$ cat config.mk
export PLATFORM = sky130hd
export DESIGN_NAME = mmt_store
export DESIGN_NICKNAME = d
export VERILOG_FILES = /design/src/hw/rtl/mmt_pkg.sv /design/src/hw/rtl/mmt_store.sv
export SDC_FILE = /design/constraint.sdc
export NUM_CORES = 2
export LEC_CHECK = 0
export BUFFER_PORTS_ARGS = -buffer_cell sky130_fd_sc_hd__buf_2
export CAP_MARGIN = 20
export CORE_MARGIN = 5
export CORE_UTILIZATION = 60
export CTS_CLUSTER_DIAMETER = 120
export DETAILED_ROUTE_END_ITERATION = 16
export PLACE_DENSITY = 0.77
export SETUP_SLACK_MARGIN = 0.15
export SLEW_MARGIN = 25
export SYNTH_ARGS = -nofsm -noshare
export SYNTH_HDL_FRONTEND = slang
export SYNTH_MEMORY_MAX_BITS = 65536
export SYNTH_SLANG_ARGS = --single-unit
export TNS_END_PERCENT = 100
$ cat constraint.sdc
create_clock -name clk_i -period 3.9 [get_ports clk_i]
set_input_delay 0.78 -clock clk_i [delete_from_list [all_inputs] [get_ports clk_i]]
set_output_delay 0.78 -clock clk_i [all_outputs]
set_load 0.1 [all_outputs]
$ cat src/hw/rtl/mmt_pkg.sv
// ----------------------------------------------------------------------------
// Multiset maximum tracker package
// Shared types, codes and default sizes for the tracker and its count store.
// ----------------------------------------------------------------------------
package mmt_pkg;

  // Default sizes of the count store
  localparam int unsigned NumValuesDef  = 256;
  localparam int unsigned CountWidthDef = 16;

  // Field widths fixed by the interface
  localparam int unsigned ValW  = 8;
  localparam int unsigned CfgW  = 9;
  localparam int unsigned PaddrW = 3;
  localparam int unsigned PdataW = 32;

  // Largest value after reset, before anything has been added
  localparam logic [ValW-1:0] LargestReset = ValW'(2);

  // Override register after reset: negative, so the override is off
  localparam logic [CfgW-1:0] CustomTolReset = '1;

  // Register index of the override, taken from paddr[2]
  localparam logic RegCustomTol = 1'b0;

  // Item kinds
  typedef enum logic {
    KIND_ADD    = 1'b0,
    KIND_REMOVE = 1'b1
  } kind_e;

  // Sequencer states
  typedef enum logic [1:0] {
    ST_CLEAR,
    ST_IDLE,
    ST_RMW,
    ST_SCAN
  } state_e;

  // Input word
  typedef struct packed {
    logic            kind;
    logic [ValW-1:0] tolerance_value;
  } in_t;

  // Result word
  typedef struct packed {
    logic [ValW-1:0] current_tolerance;
    logic            underflow;
  } out_t;

endpackage

$ cat src/hw/rtl/mmt_store.sv
// ----------------------------------------------------------------------------
// Count store
// Single-port-write, single-port-read memory with a registered read word.
// ----------------------------------------------------------------------------
module mmt_store #(
  parameter int unsigned Depth = mmt_pkg::NumValuesDef,
  parameter int unsigned Width = mmt_pkg::CountWidthDef + 1
) (
  input  logic                     clk_i,
  input  logic                     we_i,
  input  logic [$clog2(Depth)-1:0] waddr_i,
  input  logic [Width-1:0]         wdata_i,
  input  logic [$clog2(Depth)-1:0] raddr_i,
  output logic [Width-1:0]         rdata_o
);

  logic [Width-1:0] mem_q [Depth];
  logic [Width-1:0] rdata_q;

  // Write one entry
  always_ff @(posedge clk_i) begin
    if (we_i) begin
      mem_q[waddr_i] <= wdata_i;
    end
  end

  // Register the read word
  always_ff @(posedge clk_i) begin
    rdata_q <= mem_q[raddr_i];
  end

  assign rdata_o = rdata_q;

endmodule

Word level (Yosys, flattened, before mapping)
Memory sizes are Yosys's and may differ from the RTL's. A register that Yosys moved wholly into a read port is not among the register bits.
Index checks and enable logic that the tools add are counted.
{"block": "totals", "register_bits": 0, "latch_bits": 0, "ram_bits": 4352, "mem_bits_ro": 0, "output_inout_bits": 17, "wordCells": 3, "mem_count": 1}
{"block": "classes", "add_sub_neg": 0, "n_mul": 0, "div_mod_pow": 0, "n_lt_le_gt_ge": 0, "eq_ne": 0, "n_shift": 0, "mux": 2, "bitwise": 0, "reduce_logical": 0}
{"memory": "mem_q", "depth": 256, "width": 17, "read_ports": 1, "rd_clocked_by_memory_dff": 1, "write_ports": 1, "line_no": "mmt_store.sv:17", "rtl": "logic [Width-1:0] mem_q [Depth];"}
{"operator": "$mux 1", "count": 2}

Longest topological paths before layout
{"block": "depth", "depth_word": 2, "depth_mapped": 13, "mapped_depth_nobuf": 7}

Worst setup path after synthesis
OpenSTA, ideal clock, no wires.
{"block": "synth_timing", "path_kind": "input-to-reg", "start": "in waddr_i[3]", "end": "mem mem_q[235][0] (netlist bit) (enable)", "setup_time_ns": 0.391, "arrival_ns": 2.598, "t_required_ns": 3.509, "path_slack_ns": 0.912, "cell_stages": 6, "path_buffers": 3, "path_cell_list": "clkbuf_1 -> nor2b_1 -> clkbuf_1 -> nand4_1 -> clkbuf_1 -> nor2_1"}
{"item": "start: declaration", "line_no": "mmt_store.sv:11", "rtl": "input logic [$clog2(Depth)-1:0] waddr_i,"}
{"item": "end: declaration", "line_no": "mmt_store.sv:17"}
Straight into the memory's write port.

==> flow_summary.toml <==
[status]
status = "completed"

[global_route]
grt_usage_pct = 32.3
overflow = 0
grt_pass1_wl_mm = 671
met3_usage_pct = 9.62
grt.busiest_layer = "met2"
grt_pass1_vias = 89100
gr-usage-met2_pct = 48.8
met1_usage_pct = 44.1
grt_antenna_before_repair = 45
grt_max_degree = 161

[worst_hold_path]
min_path_type = "in2reg"

[critical_path]
required_ns = 4.74
crit_type = "in2reg"
critPathMaxFanout = 34
startpoint_type = "input port"
arrival_ns = 4.46
cp-end-kind = "register"

[die]
rows = 195
dieArea_um2 = 294000
ios = 52
die_y_um = 542
core_region_area_um2 = 282000
start_util_pct = 60.2
die_w_um = 542

[clocking]
cts_resized = 0
insertion_delay_ns = 0.97
post_cts_buffers = 0
path_clk_slew_ns = 0.07
cts_buffers = 414
htreeDepth = 5
clockBufferDepth = 4
numClockSinks = 4369
hold_buffers = 0
cts_root_buffer = "clkbuf_16"
cts_tree = "built"

[timing]
setup_viol = 0
finalMaxSlewViolations = 0
fin_hold_ws_ns = 0.275
fmax_mhz = 277
fin_setup_tns_ns = 0
relSlewSlack_pct = 12.4
tightestPinTransition_ns = 1.30
period_needed_ns = 3.61
hold_violations = 0
finClkSkew_ns = 0.0961
rsz0062_at_grt = "false"
setup_ws_ns = 0.285
period_share_pct = 92.7

[placement]
dpl_cell_area_um2 = 179000
place.gp.congestion = 1.00
dp_slack_ns = -0.364
io_buffers = 51
dp_hpwl_mm = 280

[yosys]
synth.top_cells.by_count = "4352 x edfxtp_1, 897 x mux4_2, 509 x mux2i_1"
yosysUniqueCellTypes = 74
synth_top_area_share_pct = 77.0
ys_async_sr_fraction_pct = 0
synth_area_um2 = 170000
ys_seq_area_share_pct = 77.2
synth_area_leaders = "edfxtp_1 77%, mux4_2 12%, mux2i_1 3.0%"
synth_edf_count = 4352
postSynthCellCount = 7797
yosysTopAreaCell = "edfxtp_1"
ys.flop_type = "edfxtp_1"
yosysWarnings = 0
syn-num-nets = 7832
synth_most_common_cell = "edfxtp_1"
avgSynthCellArea_um2 = 21.8
ys_ff_latch = 4369

[finish]
drive_gt1_share_pct = 27.8
nFillCells = 16300
syn_to_final_growth_pct = 13.2
final_area_um2 = 192000
fin_util_pct = 68.1
nNetsFinal = 8607

[route]
drtPass1Iterations = 7
viasPerCell = 7.08
drt-total-wl_mm = 477
vias = 89700
wire_per_inst_um = 37.6
initialDrtViolationCount = 17600
route.detailed.drc = 0
drtAntennaViolNets = 0

[power]
power_leakage_nw = 61.9
p_per_area_nw_per_um2 = 505
peakVddDrop_mv = 0.486

[run]
drv_cap = 0
==> state kept, by name (all words and copies together) (netlist names) <==
signal   count
rdata_o     17
mem_q     4352
==> power breakdown <==
group          internal (mW)  leakage (nW)  switching, mW
logic                   1.90          16.2           3.69
clock network           22.3          6.41           17.4
registers               51.8          39.3          0.138
==> worst max-delay path, stage by stage <==
cell and delay (ns):
buf_12 0.21, buf_12 0.22, buf_12 0.29, buf_4 0.28
mux2i_1 0.11, o221ai_1 0.23, o22ai_1 0.13, o311ai_0 0.80
o31ai_1 0.25, nor4_2 0.79, and3_1 0.29
==> cells by family after synthesis <==
logic type	after synthesis	synth area share, %
muxes	1472	15.8
DFF	4369	77.2
and+or+nand+nor	836	2.19
AOI/OAI and AO/OA	649	2.71
buffers and inverters	471	2.14
==> cell usage in the layout, fill, tap and decap left out, types with 21 or more instances in the layout <==
cell type / n
a21oi_1: 108
a22oi_1: 33
buf_12: 111
buf_2: 29
buf_4: 662
bufinv_16: 38
clkbuf_1: 87
clkbuf_16: 419
clkinv_1: 94
clkinv_2: 79
diode_2: 23
edfxtp_1: 4352
mux2i_1: 509
mux4_1: 46
mux4_2: 897
nand2_1: 216
nand3_1: 56
nand4_1: 21
nor2_1: 205
nor2_2: 127
nor3_1: 109
o21ai_0: 42
o221ai_1: 134
o22ai_1: 186
==> layer usage <==
layer / part of all wire, % / vias to the layer above / routed length [um]
met3: 15 / 1345 / 70800
met2: 46 / 8005 / 221000
met5: 0.021 / - / 102
met4: 6.0 / 16 / 28500
li1: - / 34500 / -
met1: 33 / 45800 / 157000
==> per-stage QoR <==
step	cells	power, mW
2_1_floorplan	7797	55.7
3_3_place_gp	11900	58.1
3_5_place_dp	11900	58.2
4_1_cts	12700	97.1
5_1_grt	12700	99.5
6_report	12700	97.1
==> path summary, 6_finish.rpt <==
check	startpoint	end	slack, ns	depth (start not counted)
setup / recovery	raddr_i[0]	rdata_o[5]$_DFF_P_	0.29	11
setup reg to reg	mem_q[178][7]$_DFFE_PP_	rdata_o[7]$_DFF_P_	0.87	6
hold reg to reg	mem_q[8][2]$_DFFE_PP_	rdata_o[2]$_DFF_P_	1.10	5
hold / removal	wdata_i[12]	mem_q[253][12]$_DFFE_PP_	0.27	1
==> layout make-up <==
class / instances / area [um^2] / area share (%)
Clock inverter: 251 / 2360 / 1.23
Timing Repair Buffer: 825 / 7690 / 4.00
Inverter: 5 / 31.3 / 0.0163
Sequential cell: 4369 / 131000 / 68.2
Antenna cell: 23 / 57.6 / 0.0300
Multi-Input combinational cell: 2957 / 35500 / 18.5
Clock buffer: 506 / 10800 / 5.63
Tap cell: 3743 / 4680 / 2.44
(Power assumes the default switching activity.)
